`src/design/drh_pkg.sv`:
```
// drh_pkg: types, codes and constants of the double rolling hash block
// no dependencies; imported by every module of the block
`default_nettype none

package drh_pkg;

    localparam int MAX_LENGTH   = 4096;
    localparam int HASH_WIDTH   = 30;
    localparam int SYMBOL_WIDTH = 16;
    localparam int LEN_WIDTH    = 13;
    localparam int BASE_WIDTH   = 12;
    localparam int CFG_IDX_WIDTH = 2;
    localparam int LANES        = 2;
    localparam int OP_WIDTH     = (HASH_WIDTH > SYMBOL_WIDTH) ? HASH_WIDTH : SYMBOL_WIDTH;

    localparam logic [HASH_WIDTH-1:0] MOD_FLOOR    = HASH_WIDTH'(4096);
    localparam logic [BASE_WIDTH-1:0] BASE_A_RESET = BASE_WIDTH'(307);
    localparam logic [BASE_WIDTH-1:0] BASE_B_RESET = BASE_WIDTH'(509);
    localparam logic [HASH_WIDTH-1:0] MOD_A_RESET  = HASH_WIDTH'(1000000007);
    localparam logic [HASH_WIDTH-1:0] MOD_B_RESET  = HASH_WIDTH'(1000000009);

    typedef enum logic [CFG_IDX_WIDTH-1:0] {
        REG_BASE_A,
        REG_BASE_B,
        REG_MOD_A,
        REG_MOD_B
    } cfg_reg_t;

    typedef enum logic [1:0] {
        MODE_CLEAR,
        MODE_APPEND,
        MODE_QUERY
    } mode_t;

    typedef enum logic [1:0] {
        ST_OK,
        ST_BAD_RANGE,
        ST_FULL
    } status_t;

    typedef enum logic [3:0] {
        OP_SYM,
        OP_PRE_APP,
        OP_PW_APP,
        OP_HR1,
        OP_PW1,
        OP_RNG1,
        OP_HR2,
        OP_PW2,
        OP_RNG2,
        OP_JOIN
    } op_t;

    typedef enum logic [2:0] {
        S_IDLE,
        S_LOAD,
        S_GO,
        S_WAIT,
        S_FIN
    } state_t;

    typedef struct packed {
        mode_t                   mode;
        logic [SYMBOL_WIDTH-1:0] symbol;
        logic [LEN_WIDTH-1:0]    first_left;
        logic [LEN_WIDTH-1:0]    first_right;
        logic [LEN_WIDTH-1:0]    second_left;
        logic [LEN_WIDTH-1:0]    second_right;
    } item_t;

    typedef struct packed {
        status_t               status;
        logic [HASH_WIDTH-1:0] first_hash_a;
        logic [HASH_WIDTH-1:0] first_hash_b;
        logic [HASH_WIDTH-1:0] second_hash_a;
        logic [HASH_WIDTH-1:0] second_hash_b;
        logic [HASH_WIDTH-1:0] joined_hash_a;
        logic [HASH_WIDTH-1:0] joined_hash_b;
        logic                  ranges_equal;
        logic [LEN_WIDTH-1:0]  current_length;
    } result_t;

    typedef struct packed {
        logic                 load;
        logic                 mm_start;
        op_t                  op;
        logic [LEN_WIDTH-1:0] pre_addr;
        logic [LEN_WIDTH-1:0] pw_addr;
        logic                 wr_en;
        logic [LEN_WIDTH-1:0] wr_addr;
        logic                 fin;
        status_t              status;
        logic                 hash_on;
        logic [LEN_WIDTH-1:0] length;
    } dp_cmd_t;

endpackage

`default_nettype wire

```
`src/design/drh_ctrl.sv`:
```
// drh_ctrl: item handshake, string length, operation sequencer and result beat
// depends on drh_pkg
`default_nettype none

module drh_ctrl (
    input  logic              clk,
    input  logic              rst_n,
    input  logic              item_valid,
    output logic              item_stall,
    input  drh_pkg::item_t    item,
    output logic              result_valid,
    input  logic              result_stall,
    input  logic              mm_done,
    output drh_pkg::dp_cmd_t  cmd
);
    import drh_pkg::*;

    state_t               state_reg, state_next;
    op_t                  op_reg, op_next;
    logic                 result_valid_reg, result_valid_next;
    logic [LEN_WIDTH-1:0] len_reg, len_next;
    status_t              status_reg;
    logic                 hash_on_reg;
    logic                 grow_reg;
    logic                 clear_reg;
    logic [LEN_WIDTH-1:0] fl_reg, fr_reg, sl_reg, sr_reg;

    logic                 accept;
    logic                 ok1, ok2, full;
    status_t              status_in;
    logic                 grow_in;
    logic                 query_in;
    logic [LEN_WIDTH-1:0] span1, span2;

    function automatic logic range_ok(input logic [LEN_WIDTH-1:0] l,
                                      input logic [LEN_WIDTH-1:0] r,
                                      input logic [LEN_WIDTH-1:0] n);
        return (l != '0) && (l <= r) && (r <= n);
    endfunction

    assign accept = item_valid && (state_reg == S_IDLE);
    assign ok1    = range_ok(item.first_left, item.first_right, len_reg);
    assign ok2    = range_ok(item.second_left, item.second_right, len_reg);
    assign full   = (len_reg >= LEN_WIDTH'(MAX_LENGTH));
    assign span1  = fr_reg - fl_reg + 1'b1;
    assign span2  = sr_reg - sl_reg + 1'b1;

    always_comb
    begin
        status_in = ST_OK;
        grow_in   = 1'b0;
        query_in  = 1'b0;
        case (item.mode)
            MODE_APPEND:
            begin
                if (full)
                begin
                    status_in = ST_FULL;
                end
                else
                begin
                    grow_in = 1'b1;
                end
            end
            MODE_QUERY:
            begin
                if (ok1 && ok2)
                begin
                    query_in = 1'b1;
                end
                else
                begin
                    status_in = ST_BAD_RANGE;
                end
            end
            default: ;
        endcase
    end

    always_ff @(posedge clk or negedge rst_n)
    begin
        if (!rst_n)
        begin
            state_reg        <= S_IDLE;
            op_reg           <= OP_SYM;
            result_valid_reg <= 1'b0;
            len_reg          <= '0;
            status_reg       <= ST_OK;
            hash_on_reg      <= 1'b0;
            grow_reg         <= 1'b0;
            clear_reg        <= 1'b0;
        end
        else
        begin
            state_reg        <= state_next;
            op_reg           <= op_next;
            result_valid_reg <= result_valid_next;
            len_reg          <= len_next;
            if (accept)
            begin
                status_reg  <= status_in;
                hash_on_reg <= query_in;
                grow_reg    <= grow_in;
                clear_reg   <= (item.mode == MODE_CLEAR);
            end
        end
    end

    always_ff @(posedge clk)
    begin
        if (accept)
        begin
            fl_reg <= item.first_left;
            fr_reg <= item.first_right;
            sl_reg <= item.second_left;
            sr_reg <= item.second_right;
        end
    end

    always_comb
    begin
        state_next        = state_reg;
        op_next           = op_reg;
        len_next          = len_reg;
        result_valid_next = result_valid_reg && result_stall;
        cmd               = '0;
        cmd.op            = op_reg;
        cmd.status        = status_reg;
        cmd.hash_on       = hash_on_reg;
        cmd.wr_addr       = len_reg + 1'b1;
        cmd.length        = len_reg;

        case (op_reg)
            OP_HR1, OP_PW1:
            begin
                cmd.pre_addr = fr_reg;
                cmd.pw_addr  = span1;
            end
            OP_RNG1:
            begin
                cmd.pre_addr = fl_reg - 1'b1;
                cmd.pw_addr  = span1;
            end
            OP_HR2, OP_PW2, OP_JOIN:
            begin
                cmd.pre_addr = sr_reg;
                cmd.pw_addr  = span2;
            end
            OP_RNG2:
            begin
                cmd.pre_addr = sl_reg - 1'b1;
                cmd.pw_addr  = span2;
            end
            default:
            begin
                cmd.pre_addr = len_reg;
                cmd.pw_addr  = len_reg;
            end
        endcase

        unique case (state_reg)
            S_IDLE:
            begin
                if (item_valid)
                begin
                    cmd.load = 1'b1;
                    if (grow_in)
                    begin
                        op_next    = OP_SYM;
                        state_next = S_LOAD;
                    end
                    else if (query_in)
                    begin
                        op_next    = OP_HR1;
                        state_next = S_LOAD;
                    end
                    else
                    begin
                        state_next = S_FIN;
                    end
                end
            end
            S_LOAD:
            begin
                state_next = S_GO;
            end
            S_GO:
            begin
                cmd.mm_start = 1'b1;
                state_next   = S_WAIT;
            end
            S_WAIT:
            begin
                if (mm_done)
                begin
                    state_next = S_LOAD;
                    unique case (op_reg)
                        OP_SYM:     op_next = OP_PRE_APP;
                        OP_PRE_APP: op_next = OP_PW_APP;
                        OP_HR1:     op_next = OP_PW1;
                        OP_PW1:     op_next = OP_RNG1;
                        OP_RNG1:    op_next = OP_HR2;
                        OP_HR2:     op_next = OP_PW2;
                        OP_PW2:     op_next = OP_RNG2;
                        OP_RNG2:    op_next = OP_JOIN;
                        default:    state_next = S_FIN;
                    endcase
                end
            end
            S_FIN:
            begin
                if (!result_valid_reg || !result_stall)
                begin
                    if (clear_reg)
                    begin
                        len_next = '0;
                    end
                    else if (grow_reg)
                    begin
                        len_next = len_reg + 1'b1;
                    end
                    cmd.fin           = 1'b1;
                    cmd.wr_en         = grow_reg;
                    cmd.length        = len_next;
                    result_valid_next = 1'b1;
                    state_next        = S_IDLE;
                end
            end
            default:
            begin
                state_next = S_IDLE;
            end
        endcase
    end

    assign item_stall   = (state_reg != S_IDLE);
    assign result_valid = result_valid_reg;

endmodule

`default_nettype wire

```
`config.mk`:
```
export PLATFORM = sky130hd
export DESIGN_NAME = drh_ctrl
export DESIGN_NICKNAME = d
export VERILOG_FILES = /design/src/design/drh_pkg.sv /design/src/design/drh_ctrl.sv
export SDC_FILE = /design/constraint.sdc
export NUM_CORES = 1
export LEC_CHECK = 0
export BUFFER_PORTS_ARGS = -buffer_cell sky130_fd_sc_hd__clkbuf_2
export CAP_MARGIN = 20
export CELL_PAD_IN_SITES_DETAIL_PLACEMENT = 0
export CELL_PAD_IN_SITES_GLOBAL_PLACEMENT = 1
export CORE_UTILIZATION = 44
export CTS_BUF_LIST = sky130_fd_sc_hd__clkbuf_2
export CTS_CLUSTER_SIZE = 10
export DETAILED_ROUTE_END_ITERATION = 7
export PLACE_DENSITY_LB_ADDON = 0.1
export SLEW_MARGIN = 20
export SYNTH_ARGS = -nofsm -noshare
export SYNTH_HDL_FRONTEND = slang
export SYNTH_SLANG_ARGS = --single-unit
```
`constraint.sdc`:
```
create_clock -name clk -period 4.6 [get_ports clk]
set_input_delay 0.92 -clock clk [delete_from_list [all_inputs] [get_ports clk]]
set_output_delay 0.92 -clock clk [all_outputs]
set_load 0.02 [all_outputs]
```
==> qor.yml, run 1 <==
outcome:
  status: "finished, final reports clean"
setup_path:
  worstPathCellList: "ha_1 > inv_1 > ha_1 > inv_1 > fa_1 > nor2b_1 > o21ai_0 > a21boi_1 > o21ai_0 > a21oi_1 > a41oi_1 > xor2_1 > o221ai_1 > buf_4"
  reg2reg_depth: 10
  reg2reg_from: "len_reg[9]"
  worstSetupStartpointType: "flip-flop"
  arrival_ps: 3460
  critical_path.endpoint: "cmd[42]"
  slowest_stage: "edfxtp_1"
  timing.rr.end: "op_reg[0]"
  r2r_slack_ps: 1530
  startpoint: "sl_reg[1]"
  cp.required_ps: 3680
  worstSetupPathType: "reg -> out"
  crit_path_end_kind: "output pin"
  cp_max_fo: 3
  slowest_delay_ps: 460
global_routing:
  track_usage_pct: 26.4
  grt_antenna_before_repair: 0
  grt_pass1_vias: 5840
  grt_pass1_wl_mm: 31.6
  grt_max_degree: 56
  overflow: 0
die:
  fp-row-count: 44
  core_um2: 14800
  dieWidth_um: 126
  die_height_um: 126
  start_util_pct: 45.9
  ioPinCount: 140
  die_area_um2: 15900
cells_and_area:
  antenna-diode-count: 0
  syn_to_final_growth_pct: 13.5
  fin_nets: 1033
  drive_gt1_share_pct: 20.5
  utilization_pct: 52.1
yosys:
  synth-xor-area-share_pct: 5.18
  synth_top_cell_area_share_pct: 23.1
  synth_edf_count: 52
  synth.distinct_cells: 80
  synthMuxAreaShare_pct: 1.65
  synth_ff_type: "edfxtp_1"
  synth_adder_area_share_pct: 19.6
  ys_warn_count: 0
  netlist_area_um2: 6770
  synth_area_leaders: "edfxtp_1 (23%), ha_1 (19%), dfrtp_1 (9.6%)"
  ys_ff_latch: 78
  synth_area_leader_cell: "edfxtp_1"
  synth_cells: 731
  synth_nets: 911
  async_flop_share_pct: 33.3
  synthSimpleGateAreaFrac_pct: 15.1
  syn_avg_cell_area_um2: 9.26
  seq_area_frac_synth_pct: 32.7
  synth_top_family_by_area: "adder cells"
  synth_compound_area_share_pct: 19.0
timing:
  period_minus_slack_ps: 4380
  holdWs_ps: 334
  maxSlewViolCount: 0
  relSlewSlack_pct: 51.4
  setup_ws_ps: 225
  finClkSkew_ps: 30.2
  hold_viol_final: 0
  max_freq_mhz: 229
  setup_tns_ps: 0
  setup_viol: 0
  tightest_slew_ps: 729
  grt_setup_unrepaired: "no"
  period_share_pct: 95.1
min_path:
  hp-class: "in -> async"
clock_network:
  clockBufferDepth: 2
  htree_levels: 3
  cts_buffers: 9
  cts_root_buffer: "clkbuf_2"
  cts_hold_buf: 0
  clock_latency_ps: 540
  cts_sinks: 78
  clkTransAtPathRegs_ps: 250
  cts_tree: "built"
  postCtsSetupBuffers: 0
routing:
  initialDrtViolationCount: 593
  vias: 6069
  routed_via_density: 5.82
  ant_nets: 0
  drt-total-wl_mm: 20.6
  route.detailed.drc: 0
  drt_first_pass_iters: 8
  wl_per_cell_um: 19.8
placement:
  pre_cts_ws_ps: 711
  dp.final_hpwl_mm: 17.0
  gp_congestion: 0.881
  io_buffers: 123
power_and_ir_drop:
  ir_drop_mv: 0.157
  power.density_nw_per_um2: 432
  power.leakage_nw: 3.65
flow_run:
  drv_cap: 0
[layer usage]
| layer | GRT usage (%) | vias up | part of all wire, % |
|---|---|---|---|
| li1 | - | 2927 | - |
| met1 | 37.1 | 2923 | 47 |
| met2 | 42.6 | 195 | 45 |
| met3 | 3.74 | 24 | 6.0 |
| met4 | 7.23 | 0 | 1.7 |
| met5 | 0 | - | 0 |
[synth_stat cells (3+ instances only)]
cell      count
buf_6         3
xor2_1       15
o21a_1        3
or3_1         5
ha_1        103
o41ai_1       3
a222oi_1     12
xnor2_1      25
nand2b_1      4
buf_4         4
o21ai_0      29
nand3_1      25
a22oi_1       8
nand4_1      11
a21o_1       13
nor3_1       18
a22o_1        4
nor4_1        6
and3_1       11
dfrtp_1      26
a32oi_1       3
o211ai_1      3
nand2_1      61
a21oi_1      46
and2_1        3
a21boi_0      3
clkbuf_1      9
o31ai_1       3
a41oi_1       3
nor2b_1      10
o221ai_1      4
mux2i_1       7
buf_2         6
nor2_1       34
inv_1        85
o21ai_1      19
edfxtp_1     52
[stage by stage]
step                      instance area, um2  instances  total power, mW
after floorplan                         6770        731             2.34
after global placement                  7560       1026             2.90
after detailed placement                7560       1026             2.93
after CTS                               7670       1042             3.31
after global routing                    7680       1042             3.55
final                                   7680       1042             3.32
[worst min path at each step]
stage                       start  cells after the start  slack, ps            end
CTS                         rst_n                      1        330     len_reg[1]
floorplan             hash_on_reg                      2        450    hash_on_reg
detailed placement  status_reg[1]                      2        470  status_reg[1]
global placement    status_reg[1]                      2        460  status_reg[1]
finish                      rst_n                      1        330     len_reg[9]
global route                rst_n                      1        320     len_reg[1]
[cells in the final DEF, fill, tap and decap left out, types with 7 or more instances in the layout]
master | netlist | routed
and3_1 | 11 | 11
ha_1 | 103 | 103
a21o_1 | 13 | 13
nor2b_1 | 10 | 10
buf_4 | 4 | 11
nand4_1 | 11 | 11
xor2_1 | 15 | 15
nor3_1 | 18 | 18
edfxtp_1 | 52 | 52
clkbuf_2 | 0 | 132
xnor2_1 | 25 | 25
nand2_1 | 61 | 61
o21ai_1 | 19 | 19
dfrtp_1 | 26 | 26
nor2_1 | 34 | 34
a222oi_1 | 12 | 12
mux2i_1 | 7 | 7
inv_1 | 85 | 84
a21oi_1 | 46 | 46
o21ai_0 | 29 | 29
a22oi_1 | 8 | 8
nand3_1 | 25 | 25
[where the power goes]
group / internal (mW) / switching, mW / total (mW)
sequential: 0.877 / 0.171 / 1.05
clock: 0.127 / 0.251 / 0.379
combinational: 0.716 / 1.18 / 1.89
total: 1.72 / 1.60 / 3.32
[what timing repair did]
item                       CTS  global route
setup endpoints to repair    0             2
resized for setup            0             5
hold endpoints to repair     0             0
[critical path: cells and delay by family, from the launching register on]
kind / cells / cell delay [ps]
AOI/OAI and AO/OA: 6 / 1000
and+or+nand+nor: 1 / 120
xor gates and xnor gates: 1 / 170
adders and majority gates: 3 / 860
buffers and inverters: 3 / 300
DFF: 1 / 460
[logic make-up (layout without fill, tap and decap cells)]
| group | count (synthesis) | count (layout) |
|---|---|---|
| fa+ha+maj | 105 | 105 |
| xor+xnor | 40 | 40 |
| mux | 10 | 10 |
| flops | 78 | 78 |
| simple gates | 202 | 202 |
| compound gates | 187 | 187 |
| buf+inv | 109 | 236 |
[cell type report]
| class | instances | area [um2] |
|---|---|---|
| sequential | 78 | 2210 |
| clock buffer | 10 | 50.0 |
| clock inverter | 6 | 60.1 |
| timing repair buffer | 133 | 693 |
| fill | 1452 | 7070 |
| tap | 184 | 230 |
| multi-input combinational | 544 | 4110 |
| inverter | 87 | 327 |
No activity file was read; power rests on OpenSTA's default activity.
==> run 2: changes to the inputs <==
- ABC_AREA: unset -> 1
- CORE_UTILIZATION: 44 -> 42
==> qor.yml, run 2 <==
global_routing:
  grt_pass1_wl_mm: 30.8  # was 31.6 mm
  grt_max_degree: 57  # was 56
  grt_pass1_vias: 5987  # was 5840
  overflow: 0  # unchanged
  track_usage_pct: 24.4  # was 26.4%
  grt_antenna_before_repair: 1  # was 0
yosys:
  synth_area_leader_cell: "edfxtp_1"  # unchanged
  synthTopCellsByCount: "nand2_1 (215), inv_1 (169), ha_1 (103)"  # was ha_1 (103), inv_1 (85), nand2_1 (61)
  ys_ff_latch: 78  # unchanged
  ys_warn_count: 0  # unchanged
  yosysMostFrequentCell: "nand2_1"  # was ha_1
  synth_top_cell_area_share_pct: 22.6  # was 23.1%
  synth_cells: 904  # was 731
  netlist_area_um2: 6910  # was 6770 um2
  synth_area_leaders: "edfxtp_1 (23%), ha_1 (19%), nand2_1 (12%)"  # was edfxtp_1 (23%), ha_1 (19%), dfrtp_1 (9.6%)
  synth_nets: 1084  # was 911
  async_flop_share_pct: 33.3  # unchanged
  syn_avg_cell_area_um2: 7.64  # was 9.26 um2
  synth_edf_count: 52  # unchanged
  seq_area_frac_synth_pct: 32.0  # was 32.7%
  synth.distinct_cells: 45  # was 80
  synth_ff_type: "edfxtp_1"  # unchanged
routing:
  vias: 6214  # was 6069
  drt_first_pass_iters: 4  # was 8
  route.detailed.drc: 0  # unchanged
  initialDrtViolationCount: 349  # was 593
  ant_nets: 0  # unchanged
  drt-total-wl_mm: 19.4  # was 20.6 mm
  wl_per_cell_um: 15.4  # was 19.8 um
  routed_via_density: 4.95  # was 5.82
die:
  ioPinCount: 140  # unchanged
  fp-row-count: 46  # was 44
  start_util_pct: 43.2  # was 45.9%
  die_height_um: 130  # was 126 um
  core_um2: 16000  # was 14800 um2
  dieWidth_um: 130  # was 126 um
  die_area_um2: 17000  # was 15900 um2
clock_network:
  clkTransAtPathRegs_ps: 230  # was 250 ps
  clock_latency_ps: 570  # was 540 ps
  clockBufferDepth: 2  # unchanged
  cts_buffers: 9  # unchanged
  htree_levels: 3  # unchanged
  cts_tree: "built"  # unchanged
  cts.repair.resized: 0  # unchanged
  cts_root_buffer: "clkbuf_2"  # unchanged
  cts_sinks: 78  # unchanged
  postCtsSetupBuffers: 0  # unchanged
  cts_hold_buf: 0  # unchanged
power_and_ir_drop:
  pwr-share-seq_pct: 25.5  # was 31.6%
  ir_drop_mv: 0.300  # was 0.157 mV
  power_mw: 4.76  # was 3.32 mW
  p_clk_share_pct: 10.1  # was 11.4%
  power.leakage_nw: 4.26  # was 3.65 nW
  power.internal_mw: 2.28  # was 1.72 mW
  power.share.combinational_pct: 64.4  # was 57.0%
  sw_frac_of_total_pct: 52.1  # was 48.2%
  p_sw_mw: 2.48  # was 1.60 mW
  power.density_nw_per_um2: 600  # was 432 nW/um2
setup_path:
  cp_max_fo: 4  # was 3
  cp.required_ps: 3680  # about the same
  worstSetupPathType: "reg -> out"  # unchanged
  worstSetupStartpointType: "flip-flop"  # unchanged
  arrival_ps: 3240  # was 3460 ps
  crit_path_end_kind: "output pin"  # unchanged
placement:
  gp_congestion: 0.888  # was 0.881
  post-place-cells: 1240  # was 1026
  io_buffers: 123  # unchanged
  dp.final_hpwl_mm: 16.5  # was 17.0 mm
  place_area_um2: 7780  # was 7560 um2
  pre_cts_ws_ps: 1050  # was 711 ps
timing:
  setup_viol: 0  # unchanged
  setup_ws_ps: 438  # was 225 ps
  relSlewSlack_pct: 53.7  # was 51.4%
  maxSlewViolCount: 0  # unchanged
  max_freq_mhz: 240  # was 229 MHz
  grt_setup_unrepaired: "no"  # unchanged
  period_minus_slack_ps: 4160  # was 4380 ps
  tightest_slew_ps: 694  # was 729 ps
  period_share_pct: 90.5  # was 95.1%
  finClkSkew_ps: 35.6  # was 30.2 ps
  setup_tns_ps: 0  # unchanged
  hold_viol_final: 0  # unchanged
  holdWs_ps: 344  # was 334 ps
cells_and_area:
  antenna-diode-count: 0  # unchanged
  final_common_cell: "nand2_1"  # was clkbuf_2
  stdcell_count: 1256  # was 1042
  syn_to_final_growth_pct: 14.8  # was 13.5%
  utilization_pct: 49.6  # was 52.1%
  layout_common_cells: "nand2_1 (215), inv_1 (169), clkbuf_2 (134)"  # was clkbuf_2 (132), ha_1 (103), inv_1 (84)
  drive_gt1_share_pct: 16.9  # was 20.5%
  fin_area_um2: 7930  # was 7680 um2
  fill_cells: 1659  # was 1452
  fin_nets: 1215  # was 1033
outcome:
  status: "finished, final reports clean"  # unchanged
min_path:
  hp-class: "in -> async"  # unchanged
flow_run:
  drv_cap: 0  # unchanged
## run 2: layer usage
layer  part of all wire [%]  track usage (%)  vias up
met4                    1.6             7.11        2
met1                     50             34.1     2792
met5                  0.067                0        -
li1                       -                -     3257
met2                     44             39.3      142
met3                    4.4             3.12       21
## run 2: kinds of logic after synthesis
logic type                 count (synthesis)  synth area share (%)
DFF                                       78                  32.0
buffers and inverters                    180                  10.2
muxes                                      1                 0.145
xor gates and xnor gates                  21                  2.66
adders and majority gates                105                  19.2
AOI/OAI and AO/OA                        146                  12.5
and+or+nand+nor                          373                  23.2
## run 2: power by group through the flow
stage,Clock [mW],Sequential [mW],Combinational [mW]
after floorplan,0,1.18,2.18
after global placement,0,1.22,3.06
after detailed placement,0,1.23,3.06
after CTS,0.492,1.21,3.08
after global routing,0.519,1.24,3.49
final,0.481,1.21,3.07
## run 2: critical path: stages, from the launching register on
cell	delay (ps)
edfxtp_1	410
inv_1	50
ha_1	300
ha_1	350
nand2_1	60
o21ai_0	230
nand2_1	110
nand2_1	90
nand2_1	70
o21ai_0	400
nand2_1	90
nand2_1	100
nor2_1	50
nor2_1	90
nand2_1	60
nand3_1	70
clkbuf_2	170
## run 2: worst paths after layout
path,startpoint,end,slack (ps),cells past startpoint
max reg2reg,len_reg[12],op_reg[0],1870,15
min reg2reg,status_reg[1],status_reg[1],510,2
max,fl_reg[3],cmd[43],440,16
min in group clk,status_reg[1],status_reg[1],510,2
min,rst_n,state_reg[2],340,1
max in group asynchronous,rst_n,len_reg[5],3790,1
## run 2: layout make-up
cell class                 instances  area (um2)  area share (%)
clock inverter                     5        97.6            1.23
clock buffer                      11        55.1           0.694
tap                              216         270            3.41
sequential                        78        2210            27.9
inverter                         173         649            8.19
timing repair buffer             127         646            8.14
multi-input combinational        646        4000            50.4
==> run 3: changes to the inputs <==
- CORE_MARGIN: unset -> 2
==> qor.yml, run 3 (synthesis gave the netlist of run 2 again) <==
outcome:
  status: "finished, final reports clean"  # unchanged
cells_and_area:
  layout_common_cells: "nand2_1 (215), inv_1 (169), clkbuf_2 (132)"  # was nand2_1 (215), inv_1 (169), clkbuf_2 (134)
  drive_gt1_share_pct: 17.0  # was 16.9%
  syn_to_final_growth_pct: 14.2  # was 14.8%
  fin_area_um2: 7890  # was 7930 um2
  final_common_cell: "nand2_1"  # unchanged
  fin_nets: 1215  # unchanged
  fill_cells: 1667  # was 1659
timing:
  maxSlewViolCount: 0  # unchanged
  setup_viol: 0  # unchanged
  period_minus_slack_ps: 4120  # was 4160 ps
  setup_tns_ps: 0  # unchanged
  grt_setup_unrepaired: "no"  # unchanged
  tightest_slew_ps: 698  # was 694 ps
  finClkSkew_ps: 21.7  # was 35.6 ps
  max_freq_mhz: 243  # was 240 MHz
  relSlewSlack_pct: 53.5  # was 53.7%
  period_share_pct: 89.5  # was 90.5%
  holdWs_ps: 379  # was 344 ps
  setup_ws_ps: 482  # was 438 ps
  hold_viol_final: 0  # unchanged
routing:
  met2WireLength_mm: 8.57  # was 8.59 mm
  dr_wl_met3_um: 767  # was 863 um
  route.detailed.drc: 0  # unchanged
  initialDrtViolationCount: 284  # was 349
  vias: 6185  # was 6214
  met1_length_mm: 9.86  # was 9.62 mm
  ant_nets: 0  # unchanged
  drt-total-wl_mm: 19.5  # was 19.4 mm
  drt_first_pass_iters: 4  # unchanged
  top_layer: "met4"  # was met5
  routed_via_density: 4.92  # was 4.95
  wl_per_cell_um: 15.5  # was 15.4 um
global_routing:
  grt_pass1_vias: 6014  # was 5987
  grt_max_degree: 57  # unchanged
  track_usage_pct: 22.7  # was 24.4%
  grt_antenna_before_repair: 1  # unchanged
  grt_pass1_wl_mm: 31.0  # was 30.8 mm
  overflow: 0  # unchanged
clock_network:
  cts_tree: "built"  # unchanged
  cts.repair.resized: 0  # unchanged
  postCtsSetupBuffers: 0  # unchanged
  cts_root_buffer: "clkbuf_2"  # unchanged
  cts_hold_buf: 0  # unchanged
  cts_sinks: 78  # unchanged
  clock_latency_ps: 540  # was 570 ps
  cts_buffers: 9  # unchanged
  clockBufferDepth: 2  # unchanged
  htree_levels: 3  # unchanged
  clkTransAtPathRegs_ps: 220  # was 230 ps
setup_path:
  slowest_delay_ps: 410  # about the same
  slowest_stage: "edfxtp_1"  # unchanged
  arrival_ps: 3200  # was 3240 ps
  reg2reg_depth: 15  # unchanged
  r2r_slack_ps: 1810  # was 1870 ps
  crit_path_end_kind: "output pin"  # unchanged
  crit_family: "simple AND/OR/NAND/NOR gates"  # unchanged
  path_buf_inv: 2  # unchanged
  reg2reg_from: "len_reg[12]"  # unchanged
  worstSetupStartpointType: "flip-flop"  # unchanged
  crit_top_cell: "nand2_1"  # unchanged
  timing.rr.end: "op_reg[0]"  # unchanged
  worstSetupPathType: "reg -> out"  # unchanged
  cp.required_ps: 3680  # about the same
  worstPathCellList: "inv_1 > ha_1 > ha_1 > nand2_1 > o21ai_0 > nand2_1 > nand2_1 > nand2_1 > o21ai_0 > nand2_1 > nand2_1 > nor2_1 > nor2_1 > nand2_1 > nand3_1 > clkbuf_2"  # unchanged
  cp_max_fo: 4  # unchanged
placement:
  pre_cts_ws_ps: 1060  # was 1050 ps
  dp.final_hpwl_mm: 16.6  # was 16.5 mm
  place_area_um2: 7780  # unchanged
  gp_congestion: 0.898  # was 0.888
  io_buffers: 123  # unchanged
die:
  ioPinCount: 140  # unchanged
  die_area_um2: 17500  # was 17000 um2
  start_util_pct: 43.2  # unchanged
  core_um2: 16000  # unchanged
  dieWidth_um: 132  # was 130 um
  die_height_um: 132  # was 130 um
  fp-row-count: 46  # unchanged
min_path:
  hp-class: "in -> async"  # unchanged
flow_run:
  drv_cap: 0  # unchanged
power_and_ir_drop:
  power.density_nw_per_um2: 590  # was 600 nW/um2
  ir_drop_mv: 0.301  # was 0.300 mV
  power.leakage_nw: 4.23  # was 4.26 nW
==> run 3: cell types whose count changed in the layout (fill, tap and decap cells not counted) <==
| cell | before | now |
|---|---|---|
| clkinvlp_4 | 0 | 1 |
| clkinv_2 | 0 | 3 |
| clkinv_4 | 0 | 1 |
| clkinv_1 | 3 | 2 |
| diode_2 | 0 | 1 |
| bufinv_16 | 3 | 1 |
| clkbuf_2 | 134 | 132 |
==> run 3: worst max-delay path by stage <==
stage               to  slack, ps        from  depth (start not counted)
2_1_floorplan  cmd[62]        940  item_valid                          3
3_3_place_gp   cmd[43]       1040   fl_reg[3]                         16
3_5_place_dp   cmd[43]       1060   fl_reg[3]                         16
4_1_cts        cmd[43]        390   fl_reg[3]                         16
5_1_grt        cmd[43]          7   fl_reg[3]                         16
6_report       cmd[43]        480   fl_reg[3]                         16
==> run 3: per-stage QoR <==
step                      power [mW]  util, %  instances
after CTS                       4.68     49.3       1256
after detailed placement        4.29     48.6       1240
after global routing            5.14     49.3       1257
after global placement          4.29     48.6       1240
after floorplan                 3.36        -        904
final                           4.66     49.3       1257
==> run 3: worst register-to-register path, cell delays in order, from the launching register on <==
cell and delay, ps:
dfrtp_1 490, inv_1 140, ha_1 320, nand2_1 70
nor2_1 190, inv_1 60, nor2_1 170, nand4_1 120
nand2_1 90, nand2_1 50, nor2_1 220, nand3_1 220
nand3_1 260, nand2_1 160, nand2_1 90, nand2_1 40
==> run 3: per-layer routing <==
layer  vias up  track usage, %
li1       3258               -
met1      2785            32.5
met2       124            36.4
met3        18            2.58
met4         0            6.21
met5         -               0
==> run 3: final cells by class <==
| class | instances | area (um2) | share of cell area (%) |
|---|---|---|---|
| clock inverter | 7 | 65.1 | 0.825 |
| sequential | 78 | 2210 | 28.0 |
| timing repair buffer | 127 | 646 | 8.18 |
| multi-input combinational | 646 | 4000 | 50.7 |
| antenna | 1 | 2.50 | 0.0317 |
| tap | 216 | 270 | 3.43 |
| inverter | 173 | 649 | 8.23 |
| clock buffer | 9 | 45.0 | 0.571 |
==> run 3: where the power goes <==
| part | internal [mW] | switching (mW) |
|---|---|---|
| clock | 0.122 | 0.251 |
| sequential | 1.02 | 0.193 |
| combinational | 1.03 | 2.04 |
